[config.mk]
export PLATFORM = sky130hd
export DESIGN_NAME = frustum_box_point_cull_core_flat
export DESIGN_NICKNAME = d
export VERILOG_FILES = /design/src/sv/fbpc_pkg.sv /design/src/sv/fbpc_if.sv /design/src/sv/frustum_box_point_cull_core.sv /design/src/flat_wrapper.sv
export VERILOG_INCLUDE_DIRS = /design/src /design/src/sv
export SDC_FILE = /design/constraint.sdc
export NUM_CORES = 2
export LEC_CHECK = 0
export ABC_AREA = 1
export BUFFER_PORTS_ARGS = -buffer_cell sky130_fd_sc_hd__buf_2
export CORE_ASPECT_RATIO = 2
export CORE_UTILIZATION = 57
export DETAILED_ROUTE_END_ITERATION = 8
export HOLD_SLACK_MARGIN = 0.06
export PLACE_DENSITY_LB_ADDON = 0.08
export SLEW_MARGIN = 20
export SYNTH_ARGS = -nofsm -noshare
export SYNTH_HDL_FRONTEND = slang
export SYNTH_SLANG_ARGS = --single-unit
export TNS_END_PERCENT = 5
[constraint.sdc]
create_clock -name clk -period 19.6 [get_ports clk]
set_clock_uncertainty 0.15 [all_clocks]
set_input_delay 5.88 -clock clk [delete_from_list [all_inputs] [get_ports clk]]
set_output_delay 5.88 -clock clk [all_outputs]
set_load 0.005 [all_outputs]
[src/sv/frustum_box_point_cull_core_assert.svh]
// assertion macros for the frustum culling core
`ifndef FRUSTUM_BOX_POINT_CULL_CORE_ASSERT_SVH
`define FRUSTUM_BOX_POINT_CULL_CORE_ASSERT_SVH

// same-cycle implication, disabled in reset
`define FBPC_ASSERT_NOW(label, clk, rst_n, ante, cons) \
    label: assert property (@(posedge clk) disable iff (!rst_n) (ante) |-> (cons)) \
        else $error("fbpc assertion failed");

// next-cycle implication, disabled in reset
`define FBPC_ASSERT_NEXT(label, clk, rst_n, ante, cons) \
    label: assert property (@(posedge clk) disable iff (!rst_n) (ante) |=> (cons)) \
        else $error("fbpc assertion failed");

`endif

[src/sv/fbpc_pkg.sv]
// shared constants for the frustum culling core
`default_nettype none

package fbpc_pkg;

    localparam int PLANE_COUNT = 6;
    localparam int COORD_BITS  = 32;

    localparam int PLANE_IDX_W = (PLANE_COUNT > 1) ? $clog2(PLANE_COUNT) : 1;
    localparam int SLOT_W      = 3;
    localparam int CMD_W       = 2;
    localparam int PROD_W      = 2 * COORD_BITS;
    localparam int ACC_W       = PROD_W + 2;
    localparam int FRAC_BITS   = 16;

    localparam logic [CMD_W-1:0] CMD_LOAD  = 2'd0;
    localparam logic [CMD_W-1:0] CMD_BOX   = 2'd1;
    localparam logic [CMD_W-1:0] CMD_POINT = 2'd2;

    localparam logic [1:0] TERM_X   = 2'd0;
    localparam logic [1:0] TERM_Y   = 2'd1;
    localparam logic [1:0] TERM_Z   = 2'd2;
    localparam logic [1:0] TERM_OFS = 2'd3;

endpackage

`default_nettype wire

[src/sv/fbpc_if.sv]
// command and result channel interfaces
`default_nettype none

interface fbpc_cmd_if import fbpc_pkg::*; ();
    logic                         valid;
    logic                         ready;
    logic [CMD_W-1:0]             command;
    logic [SLOT_W-1:0]            plane_slot;
    logic signed [COORD_BITS-1:0] normal_x;
    logic signed [COORD_BITS-1:0] normal_y;
    logic signed [COORD_BITS-1:0] normal_z;
    logic signed [COORD_BITS-1:0] plane_offset;
    logic signed [COORD_BITS-1:0] lo_x;
    logic signed [COORD_BITS-1:0] lo_y;
    logic signed [COORD_BITS-1:0] lo_z;
    logic signed [COORD_BITS-1:0] hi_x;
    logic signed [COORD_BITS-1:0] hi_y;
    logic signed [COORD_BITS-1:0] hi_z;

    modport source (
        output valid, command, plane_slot, normal_x, normal_y, normal_z, plane_offset,
        output lo_x, lo_y, lo_z, hi_x, hi_y, hi_z,
        input  ready
    );
    modport sink (
        input  valid, command, plane_slot, normal_x, normal_y, normal_z, plane_offset,
        input  lo_x, lo_y, lo_z, hi_x, hi_y, hi_z,
        output ready
    );
endinterface

interface fbpc_res_if;
    logic valid;
    logic ready;
    logic visible;

    modport source (output valid, visible, input ready);
    modport sink (input valid, visible, output ready);
endinterface

`default_nettype wire

[src/sv/frustum_box_point_cull_core.sv]
// frustum culling core: plane store, shared multiplier and test sequencer
`default_nettype none
`include "frustum_box_point_cull_core_assert.svh"

// Frustum culling engine with PLANE_COUNT stored planes in signed Q16.16. A load
// command writes one plane in the cycle it is accepted and gives no result; a load to
// a slot at or beyond PLANE_COUNT, and command code 3, are dropped. A box or point
// test gives one visible bit: for each plane the box corner farthest along the normal
// is chosen and its exact signed distance is summed in a wide accumulator; the item is
// culled if any distance is negative. A test handles one term per cycle, four terms
// per plane (x, y, z through one shared 32x32 multiplier, then the offset scaled by
// 2^16); the result is handed over once the output register is free or its previous
// result is being taken. cmd.ready is low while a test runs and returns with the
// result. A finished result waits in an output register, and new commands are taken
// meanwhile.
module frustum_box_point_cull_core
    import fbpc_pkg::*;
(
    input  wire           clk,
    input  wire           rst_n,
    fbpc_cmd_if.sink      cmd,
    fbpc_res_if.source    res
);

    localparam logic [1:0] ST_IDLE  = 2'd0;
    localparam logic [1:0] ST_RUN   = 2'd1;
    localparam logic [1:0] ST_DRAIN = 2'd2;
    localparam logic [1:0] ST_DONE  = 2'd3;

    // plane store
    logic signed [COORD_BITS-1:0] nx_reg  [PLANE_COUNT];
    logic signed [COORD_BITS-1:0] ny_reg  [PLANE_COUNT];
    logic signed [COORD_BITS-1:0] nz_reg  [PLANE_COUNT];
    logic signed [COORD_BITS-1:0] ofs_reg [PLANE_COUNT];

    // latched test operands
    logic signed [COORD_BITS-1:0] lo_x_reg, lo_y_reg, lo_z_reg;
    logic signed [COORD_BITS-1:0] hi_x_reg, hi_y_reg, hi_z_reg;
    logic                         box_reg;

    logic [1:0]             state_reg, state_next;
    logic [1:0]             term_reg, term_next;
    logic [PLANE_IDX_W-1:0] plane_reg, plane_next;

    logic signed [PROD_W-1:0] prod_reg, prod_next;
    logic                     prod_vld_reg, prod_vld_next;
    logic                     prod_last_reg, prod_last_next;
    logic                     prod_final_reg, prod_final_next;

    logic signed [ACC_W-1:0] acc_reg, acc_next, acc_sum;
    logic                    culled_reg, culled_next;

    logic out_valid_reg, out_valid_next;
    logic vis_reg, vis_next;

    logic                         in_xfer, test_xfer, load_xfer, out_xfer;
    logic                         plane_last;
    logic signed [COORD_BITS-1:0] mul_a, mul_b, sel_lo, sel_hi, ofs_sel;
    logic signed [PROD_W-1:0]     mul_prod;

    assign cmd.ready  = (state_reg == ST_IDLE);
    assign in_xfer    = cmd.valid && cmd.ready;
    assign load_xfer  = in_xfer && (cmd.command == CMD_LOAD);
    assign test_xfer  = in_xfer && ((cmd.command == CMD_BOX) || (cmd.command == CMD_POINT));
    assign out_xfer   = res.valid && res.ready;
    assign res.valid  = out_valid_reg;
    assign res.visible = vis_reg;

    assign plane_last = (plane_reg == PLANE_IDX_W'(PLANE_COUNT - 1));
    assign ofs_sel    = ofs_reg[plane_reg];

    // operand select: normal component and farthest corner coordinate
    always_comb
    begin
        unique case (term_reg)
            TERM_X:
            begin
                mul_a  = nx_reg[plane_reg];
                sel_lo = lo_x_reg;
                sel_hi = hi_x_reg;
            end
            TERM_Y:
            begin
                mul_a  = ny_reg[plane_reg];
                sel_lo = lo_y_reg;
                sel_hi = hi_y_reg;
            end
            default:
            begin
                mul_a  = nz_reg[plane_reg];
                sel_lo = lo_z_reg;
                sel_hi = hi_z_reg;
            end
        endcase
        mul_b = (box_reg && !mul_a[COORD_BITS-1]) ? sel_hi : sel_lo;
    end

    // full signed product, operands sign extended by the assignment width
    assign mul_prod = mul_a * mul_b;

    assign acc_sum = acc_reg + ACC_W'(prod_reg);

    always_comb
    begin
        state_next      = state_reg;
        term_next       = term_reg;
        plane_next      = plane_reg;
        prod_next       = prod_reg;
        prod_vld_next   = 1'b0;
        prod_last_next  = 1'b0;
        prod_final_next = 1'b0;
        acc_next        = acc_reg;
        culled_next     = culled_reg;
        out_valid_next  = out_valid_reg && !out_xfer;
        vis_next        = vis_reg;

        // accumulate stage
        if (prod_vld_reg)
        begin
            if (prod_last_reg)
            begin
                if (acc_sum[ACC_W-1])
                begin
                    culled_next = 1'b1;
                end
                acc_next = '0;
            end
            else
            begin
                acc_next = acc_sum;
            end
        end

        unique case (state_reg)
            ST_IDLE:
            begin
                if (test_xfer)
                begin
                    state_next  = ST_RUN;
                    term_next   = TERM_X;
                    plane_next  = '0;
                    acc_next    = '0;
                    culled_next = 1'b0;
                end
            end
            ST_RUN:
            begin
                // one term a cycle: a shared multiplier product or the scaled offset
                if (term_reg == TERM_OFS)
                begin
                    prod_next = {{(PROD_W - COORD_BITS - FRAC_BITS){ofs_sel[COORD_BITS-1]}},
                                 ofs_sel, {FRAC_BITS{1'b0}}};
                end
                else
                begin
                    prod_next = mul_prod;
                end
                prod_vld_next   = 1'b1;
                prod_last_next  = (term_reg == TERM_OFS);
                prod_final_next = (term_reg == TERM_OFS) && plane_last;
                term_next       = term_reg + 2'd1;
                if (term_reg == TERM_OFS)
                begin
                    if (plane_last)
                    begin
                        state_next = ST_DRAIN;
                    end
                    else
                    begin
                        plane_next = plane_reg + PLANE_IDX_W'(1);
                    end
                end
            end
            ST_DRAIN:
            begin
                if (prod_vld_reg && prod_final_reg)
                begin
                    state_next = ST_DONE;
                end
            end
            default:
            begin
                // hand over once the output register is free
                if (!out_valid_reg || res.ready)
                begin
                    out_valid_next = 1'b1;
                    vis_next       = !culled_reg;
                    state_next     = ST_IDLE;
                end
            end
        endcase
    end

    always_ff @(posedge clk or negedge rst_n)
    begin
        if (!rst_n)
        begin
            state_reg      <= ST_IDLE;
            term_reg       <= TERM_X;
            plane_reg      <= '0;
            prod_vld_reg   <= 1'b0;
            prod_last_reg  <= 1'b0;
            prod_final_reg <= 1'b0;
            culled_reg     <= 1'b0;
            out_valid_reg  <= 1'b0;
            for (int i = 0; i < PLANE_COUNT; i++)
            begin
                nx_reg[i]  <= '0;
                ny_reg[i]  <= '0;
                nz_reg[i]  <= '0;
                ofs_reg[i] <= '0;
            end
        end
        else
        begin
            state_reg      <= state_next;
            term_reg       <= term_next;
            plane_reg      <= plane_next;
            prod_vld_reg   <= prod_vld_next;
            prod_last_reg  <= prod_last_next;
            prod_final_reg <= prod_final_next;
            culled_reg     <= culled_next;
            out_valid_reg  <= out_valid_next;
            if (load_xfer)
            begin
                for (int i = 0; i < PLANE_COUNT; i++)
                begin
                    if (32'(cmd.plane_slot) == i)
                    begin
                        nx_reg[i]  <= cmd.normal_x;
                        ny_reg[i]  <= cmd.normal_y;
                        nz_reg[i]  <= cmd.normal_z;
                        ofs_reg[i] <= cmd.plane_offset;
                    end
                end
            end
        end
    end

    always_ff @(posedge clk)
    begin
        prod_reg <= prod_next;
        acc_reg  <= acc_next;
        vis_reg  <= vis_next;
        if (test_xfer)
        begin
            lo_x_reg <= cmd.lo_x;
            lo_y_reg <= cmd.lo_y;
            lo_z_reg <= cmd.lo_z;
            hi_x_reg <= cmd.hi_x;
            hi_y_reg <= cmd.hi_y;
            hi_z_reg <= cmd.hi_z;
            box_reg  <= (cmd.command == CMD_BOX);
        end
    end

    `FBPC_ASSERT_NEXT(a_test_starts, clk, rst_n, test_xfer,
        (state_reg == ST_RUN) && (term_reg == TERM_X) && (plane_reg == '0) && !culled_reg)
    `FBPC_ASSERT_NOW(a_plane_in_range, clk, rst_n, state_reg == ST_RUN,
        32'(plane_reg) < PLANE_COUNT)
    `FBPC_ASSERT_NOW(a_result_from_done, clk, rst_n, $rose(out_valid_reg),
        $past(state_reg) == ST_DONE)
    `FBPC_ASSERT_NOW(a_no_issue_outside_run, clk, rst_n, prod_vld_reg,
        ($past(state_reg) == ST_RUN))

endmodule

`default_nettype wire

[src/flat_wrapper.sv]
// flat-port wrapper written by rule: the top's interface ports become plain ports
module frustum_box_point_cull_core_flat import fbpc_pkg::*;
  (clk, rst_n, cmd_valid, cmd_command, cmd_plane_slot, cmd_normal_x, cmd_normal_y, cmd_normal_z, cmd_plane_offset, cmd_lo_x, cmd_lo_y, cmd_lo_z, cmd_hi_x, cmd_hi_y, cmd_hi_z, cmd_ready, res_valid, res_visible, res_ready);
  fbpc_cmd_if cmd_i ();
  fbpc_res_if res_i ();
  input  wire clk;
  input  wire rst_n;
  input wire logic [$bits(cmd_i.valid)-1:0] cmd_valid;
  input wire logic [$bits(cmd_i.command)-1:0] cmd_command;
  input wire logic [$bits(cmd_i.plane_slot)-1:0] cmd_plane_slot;
  input wire logic [$bits(cmd_i.normal_x)-1:0] cmd_normal_x;
  input wire logic [$bits(cmd_i.normal_y)-1:0] cmd_normal_y;
  input wire logic [$bits(cmd_i.normal_z)-1:0] cmd_normal_z;
  input wire logic [$bits(cmd_i.plane_offset)-1:0] cmd_plane_offset;
  input wire logic [$bits(cmd_i.lo_x)-1:0] cmd_lo_x;
  input wire logic [$bits(cmd_i.lo_y)-1:0] cmd_lo_y;
  input wire logic [$bits(cmd_i.lo_z)-1:0] cmd_lo_z;
  input wire logic [$bits(cmd_i.hi_x)-1:0] cmd_hi_x;
  input wire logic [$bits(cmd_i.hi_y)-1:0] cmd_hi_y;
  input wire logic [$bits(cmd_i.hi_z)-1:0] cmd_hi_z;
  output wire logic [$bits(cmd_i.ready)-1:0] cmd_ready;
  output wire logic [$bits(res_i.valid)-1:0] res_valid;
  output wire logic [$bits(res_i.visible)-1:0] res_visible;
  input wire logic [$bits(res_i.ready)-1:0] res_ready;
  assign cmd_i.valid = cmd_valid;
  assign cmd_i.command = cmd_command;
  assign cmd_i.plane_slot = cmd_plane_slot;
  assign cmd_i.normal_x = cmd_normal_x;
  assign cmd_i.normal_y = cmd_normal_y;
  assign cmd_i.normal_z = cmd_normal_z;
  assign cmd_i.plane_offset = cmd_plane_offset;
  assign cmd_i.lo_x = cmd_lo_x;
  assign cmd_i.lo_y = cmd_lo_y;
  assign cmd_i.lo_z = cmd_lo_z;
  assign cmd_i.hi_x = cmd_hi_x;
  assign cmd_i.hi_y = cmd_hi_y;
  assign cmd_i.hi_z = cmd_hi_z;
  assign cmd_ready = cmd_i.ready;
  assign res_valid = res_i.valid;
  assign res_visible = res_i.visible;
  assign res_i.ready = res_ready;
  frustum_box_point_cull_core u_core (.clk(clk), .rst_n(rst_n), .cmd(cmd_i), .res(res_i));
endmodule
==> Word-level counts from Yosys, hierarchy flattened <==
Index checks and enable logic that the tools add are counted.
{ "classes": {"reduce_logical": 31, "muxes": 43, "bitwise_logic": 2, "multipliers": 1, "add_sub_neg": 3, "eq_ne": 17, "magnitude_cmp": 1} }
{ "op_table": {"columns": ["operator", "count"], "rows": [
  ["$bmux W32 S3", 4],
  ["$mux W32", 9],
  ["$mux W66", 4],
  ["$pmux W32 S2", 3],
  ["$add A66 B64 Y66", 1],
  ["$mul A32 B32 Y64", 1],
  ["$mux W64", 1],
  ["$reduce_and A2 Y1", 8],
  ["$mux W2", 6],
  ["$mux W1", 10],
  ["$eq A3 B3 Y1 const B", 3],
  ["$mux W3", 3],
  ["$logic_and A1 B1 Y1", 8],
  ["$eq A2 B1 Y1 const B", 3],
  ["$eq A2 B2 Y1 const B", 3],
  ["$eq A3 B2 Y1 const B", 2],
  ["$logic_not A2 Y1", 3],
  ["$ne A2 B1 Y1 const B", 3],
  ["$pmux W2 S3", 1],
  ["$pmux W3 S2", 1],
  ["$reduce_and A5 Y1", 1],
  ["$ge A4 B4 Y1 const B", 1],
  ["$logic_not A1 Y1", 4],
  ["$ne A2 B2 Y1 const B", 2],
  ["12 further kinds", 13]
]} }
{ "totals": {"reg_bits": 1104, "wordCells": 141, "output_inout_bits": 3} }

==> Logic depth before layout (Yosys ltp) <==
{ "depth": {"ltp_word": 10, "ltp_mapped": 48, "ltp_nobuf": 45} }

==> Worst setup path before layout <==
Ideal clock, no wire load.
{ "synth_path": {"kind": "in2reg", "start": "input port cmd_command[1]", "end": "register u_core.box_reg, enable pin", "arrival_time_ns": 11.827, "cell_stages": 5, "n_path_buf": 1, "setup_slack_ns": 6.988, "required_ns": 18.816, "setup_time_ns": 0.634, "path_cell_list": "inv_1 > ha_1 > nand3_1 > inv_2 > clkbuf_1"} }
{ "synth_between": {"elab_chain_len": 3, "elab_cells_between_ends": 4, "classes_between": "2 x eq/ne; 2 x reduce/logical"} }
{ "synth_lines": {"columns": ["element", "line", "source"], "rows": [
  ["start: declaration", "flat_wrapper.sv:9", "input wire logic [$bits(cmd_i.command)-1:0] cmd_command;"],
  ["$eq A2 B1 Y1 / $eq A2 B2 Y1 (equally long branches)", "frustum_box_point_cull_core.sv:64", "assign test_xfer = in_xfer && ((cmd.command == CMD_BOX) || (cmd.command == CMD_POINT));"],
  ["$logic_or A1 B1 Y1 (*)", "frustum_box_point_cull_core.sv:64", null],
  ["$logic_and A1 B1 Y1 (*)", "frustum_box_point_cull_core.sv:64", null],
  ["named net u_core.test_xfer", "frustum_box_point_cull_core.sv:56", "logic in_xfer, test_xfer, load_xfer, out_xfer;"],
  ["end signal: assignment", "frustum_box_point_cull_core.sv:253", "box_reg <= (cmd.command == CMD_BOX);"],
  ["end: declaration", "frustum_box_point_cull_core.sv:39", "logic box_reg;"]
]} }
Mark *: on every way through the listed nets, which the timed path passes. The rest lies on a longest branch.
A chain may end at the register's enable or synchronous reset.

==> Worst setup path after layout <==
{ "layout_path": {"start": "register u_core.term_reg[0]", "end": "register u_core.prod_reg[54], data pin"} }
{ "layout_between": {"elab_chain_len": 7, "elab_cells_between_ends": 11, "classes_between": "1 x mul; 2 x eq/ne; 5 x mux; 3 x reduce/logical"} }
{ "layout_lines": {"columns": ["element", "line", "source"], "rows": [
  ["start: declaration", "frustum_box_point_cull_core.sv:42", "logic [1:0] term_reg, term_next;"],
  ["start signal: assignment", "frustum_box_point_cull_core.sv:217", "term_reg <= term_next;"],
  ["$eq A2 B1 Y1 / $logic_not A2 Y1 (equally long branches)", "frustum_box_point_cull_core.sv:75", "unique case (term_reg)"],
  ["$pmux W32 S2", "frustum_box_point_cull_core.sv:75", null],
  ["$logic_not A1 Y1", "frustum_box_point_cull_core.sv:95", "mul_b = (box_reg && !mul_a[COORD_BITS-1]) ? sel_hi : sel_lo;"],
  ["$logic_and A1 B1 Y1", "frustum_box_point_cull_core.sv:95", null],
  ["$mux W32", "frustum_box_point_cull_core.sv:95", null],
  ["$mul A32 B32 Y64", "frustum_box_point_cull_core.sv:99", "assign mul_prod = mul_a * mul_b;"],
  ["$mux W64 (*)", "frustum_box_point_cull_core.sv:149", "if (term_reg == TERM_OFS)"],
  ["end signal: assignment", "frustum_box_point_cull_core.sv:242", "prod_reg <= prod_next;"],
  ["end: declaration", "frustum_box_point_cull_core.sv:45", "logic signed [PROD_W-1:0] prod_reg, prod_next;"]
]} }
Mark *: on every way between the ends. The rest lies on a longest branch, timed or not.

==> impl_metrics.env <==
export IMPL_yosysMostFrequentCell="nand2_1"
export IMPL_drt_total_wl_um=354000
export IMPL_failed_checks="DRC"
export IMPL_nNetsFinal=12400
export IMPL_slowest_delay_ps=970
export IMPL_synth_area_mm2=0.0887
export IMPL_synth_edf_count=258
export IMPL_synth_main_ff_cell="dfrtp_1"
export IMPL_worstSetupStartpointType="flip-flop"
export IMPL_setup_viol=0
export IMPL_synth_warning_count=0
export IMPL_ys_seq_elements=1104
export IMPL_r2r_slack_ps=5570
export IMPL_cts_max_level=3
export IMPL_syn_area_per_cell_um2=8.32
export IMPL_path_clk_slew_ps=70
export IMPL_slew_viol_final=0
export IMPL_grt_usage_pct=45.9
export IMPL_avgRoutedWirePerCell_um=27.4
export IMPL_dr_first_iter_drc_count=8210
export IMPL_fp_dieH_um=560
export IMPL_die_area_mm2=0.157
export IMPL_grt_setup_unrepaired="false"
export IMPL_syn_nets=12300
export IMPL_top_usage_layer="met2"
export IMPL_layout_drive_gt1_share_pct=6.83
export IMPL_pin_count=332
export IMPL_finalHoldViolations=0
export IMPL_drtAntennaViolNets=0
export IMPL_yosysTopAreaCell="fa_1"
export IMPL_tns_ps=0
export IMPL_synth_area_leaders="fa_1 24%, dfrtp_1 22%, nand2_1 9.4%, edfxtp_1 8.7%, inv_1 7.3%"
export IMPL_start_util_pct=57.4
export IMPL_final_cells=12900
export IMPL_synthCells=10700
export IMPL_drt_pass1_iterations=9
export IMPL_gp_congestion=1.12
export IMPL_post_dp_hpwl_um=258000
export IMPL_yosys_area_top_type_share_pct=24.5
export IMPL_cts_sinks=1104
export IMPL_min_path_type="flip-flop to flip-flop"
export IMPL_period_share_pct=71.6
export IMPL_grt_pass1_vias=79500
export IMPL_clkLatencyLatePin_ps=780
export IMPL_clockBufferDepth=3
export IMPL_cpMaxStageDelayCell="fa_1"
export IMPL_viasPerCell=6.02
export IMPL_core_area_mm2=0.154
export IMPL_hold_ws_ps=320
export IMPL_grt_pass1_wl_um=513000
export IMPL_synthArstFlopShare_pct=70.7
export IMPL_grt_util_met2_pct=72.4
export IMPL_path_class="flip-flop to flip-flop"
export IMPL_syn2layout_area_growth_pct=7.66
export IMPL_antenna_found_initial=74
export IMPL_tritoncts="yes"
export IMPL_fmax_ghz=0.0713
export IMPL_critPathRequiredTime_ps=19850
export IMPL_grt_util_met3_pct=18.0
export IMPL_root_buffer="clkbuf_16"
export IMPL_num_rows=204
export IMPL_relSlewSlack_pct=15.7
export IMPL_dr_total_vias=77700
export IMPL_post_cts_buffers=0
export IMPL_post_cts_resized_instances=0
export IMPL_grt_max_degree=182
export IMPL_ctsHoldBuffers=0
export IMPL_placed_cells=12700
export IMPL_cts_buffers=99
export IMPL_route_detailed_drc=6
export IMPL_die_x_um=281
export IMPL_status="complete, but fails checks"
export IMPL_ys_types=52
export IMPL_maxCapViolCount=0
export IMPL_place_port_buffers=331
export IMPL_post_route_min_period_ps=14030
export IMPL_fill_cells=13700
export IMPL_end_kind="flip-flop"
export IMPL_synth_common_cells="2,230 x nand2_1, 1,728 x inv_1, 1,276 x o21ai_0"
export IMPL_grtUsageMet1_pct=44.2
export IMPL_tightest_slew_ps=1260
export IMPL_cp_max_fo=53
export IMPL_grt_remaining_overflow=0
export IMPL_cp_arrival_ps=14280
export IMPL_ys_seq_area_share_pct=32.2
## cell families (layout without fill, tap and decap cells)
kind of cell | count (synthesis) | after routing | share of synthesized area (%)
adders and majority gates | 1343 | 1343 | 28.1
AOI/OAI and AO/OA | 2103 | 2103 | 12.3
other | 0 | 55 | 0
buffers and inverters | 2286 | 2418 | 10.2
and+or+nand+nor | 3794 | 3794 | 16.9
xor gates and xnor gates | 26 | 26 | 0.257
DFF | 1104 | 1104 | 32.2
## worst paths after layout
kind | from | end | depth (start not counted)
worst max-delay path | u_core.term_reg[0]$_DFFE_PN0P_ | u_core.prod_reg[54]$_DFFE_PP_ | 41
worst min-delay path | u_core.acc_reg[10]$_DFF_P_ | u_core.acc_reg[10]$_DFF_P_ | 2
worst max register to register | u_core.term_reg[0]$_DFFE_PN0P_ | u_core.prod_reg[54]$_DFFE_PP_ | 41
worst min register to register | u_core.acc_reg[10]$_DFF_P_ | u_core.acc_reg[10]$_DFF_P_ | 2
max in group asynchronous | rst_n | u_core.ofs_reg[187]$_DFFE_PN0P_ | 4
min in group asynchronous | rst_n | u_core.nx_reg[119]$_DFFE_PN0P_ | 1
## stage by stage
step	utilization, %	cell area [um2]	setup slack (ps)
2_1_floorplan	-	88700	6990
3_3_place_gp	59.4	91700	6000
3_5_place_dp	59.4	91700	6120
4_1_cts	61.7	95200	6080
5_1_grt	61.7	95300	4990
6_report	61.8	95400	5570
## cell type report
class	instances	area (um2)	share of cell area, %
Tap cell	2060	2580	2.70
Clock buffer	136	2860	3.00
Inverter	1770	6670	6.98
Antenna cell	55	138	0.144
Multi-Input combinational cell	7266	51200	53.6
Timing Repair Buffer	462	2750	2.88
Sequential cell	1104	28600	30.0
Clock inverter	50	694	0.728
## cells in the final DEF (no fill, tap or decap), types with 20 or more instances in the layout
cell / count
a21oi_1: 663
buf_2: 330
buf_4: 122
clkbuf_16: 102
clkinv_2: 20
dfrtp_1: 778
dfxtp_1: 66
diode_2: 55
edfxtp_1: 258
fa_1: 1083
ha_1: 255
inv_1: 1722
inv_2: 33
nand2_1: 2224
nand2_2: 34
nand3_1: 293
nand4_1: 45
nor2_1: 1128
nor3_1: 26
o211ai_1: 26
o21ai_0: 1274
o21bai_1: 22
o22ai_1: 33
## worst max-delay path, delay by kind of cell, from the launching register on
family | cells | cell delay (ps)
adder cells (fa/ha/maj) | 10 | 5300
AND/OR/NAND/NOR | 15 | 3060
buffers and inverters | 12 | 3040
AO/OA/AOI/OAI | 4 | 1590
flip-flops | 1 | 440
## per-layer routing
layer / share of wire [%] / wire length [um] / up-vias
li1: - / - / 33300
met1: 30 / 105000 / 37700
met2: 47 / 166000 / 4681
met3: 11 / 38500 / 2017
met4: 13 / 44700 / 48
met5: 0.092 / 325 / -
Power is left out: the tool's default activity adds up to more than one toggle a clock period on the data nets, which glitch-free logic cannot reach.
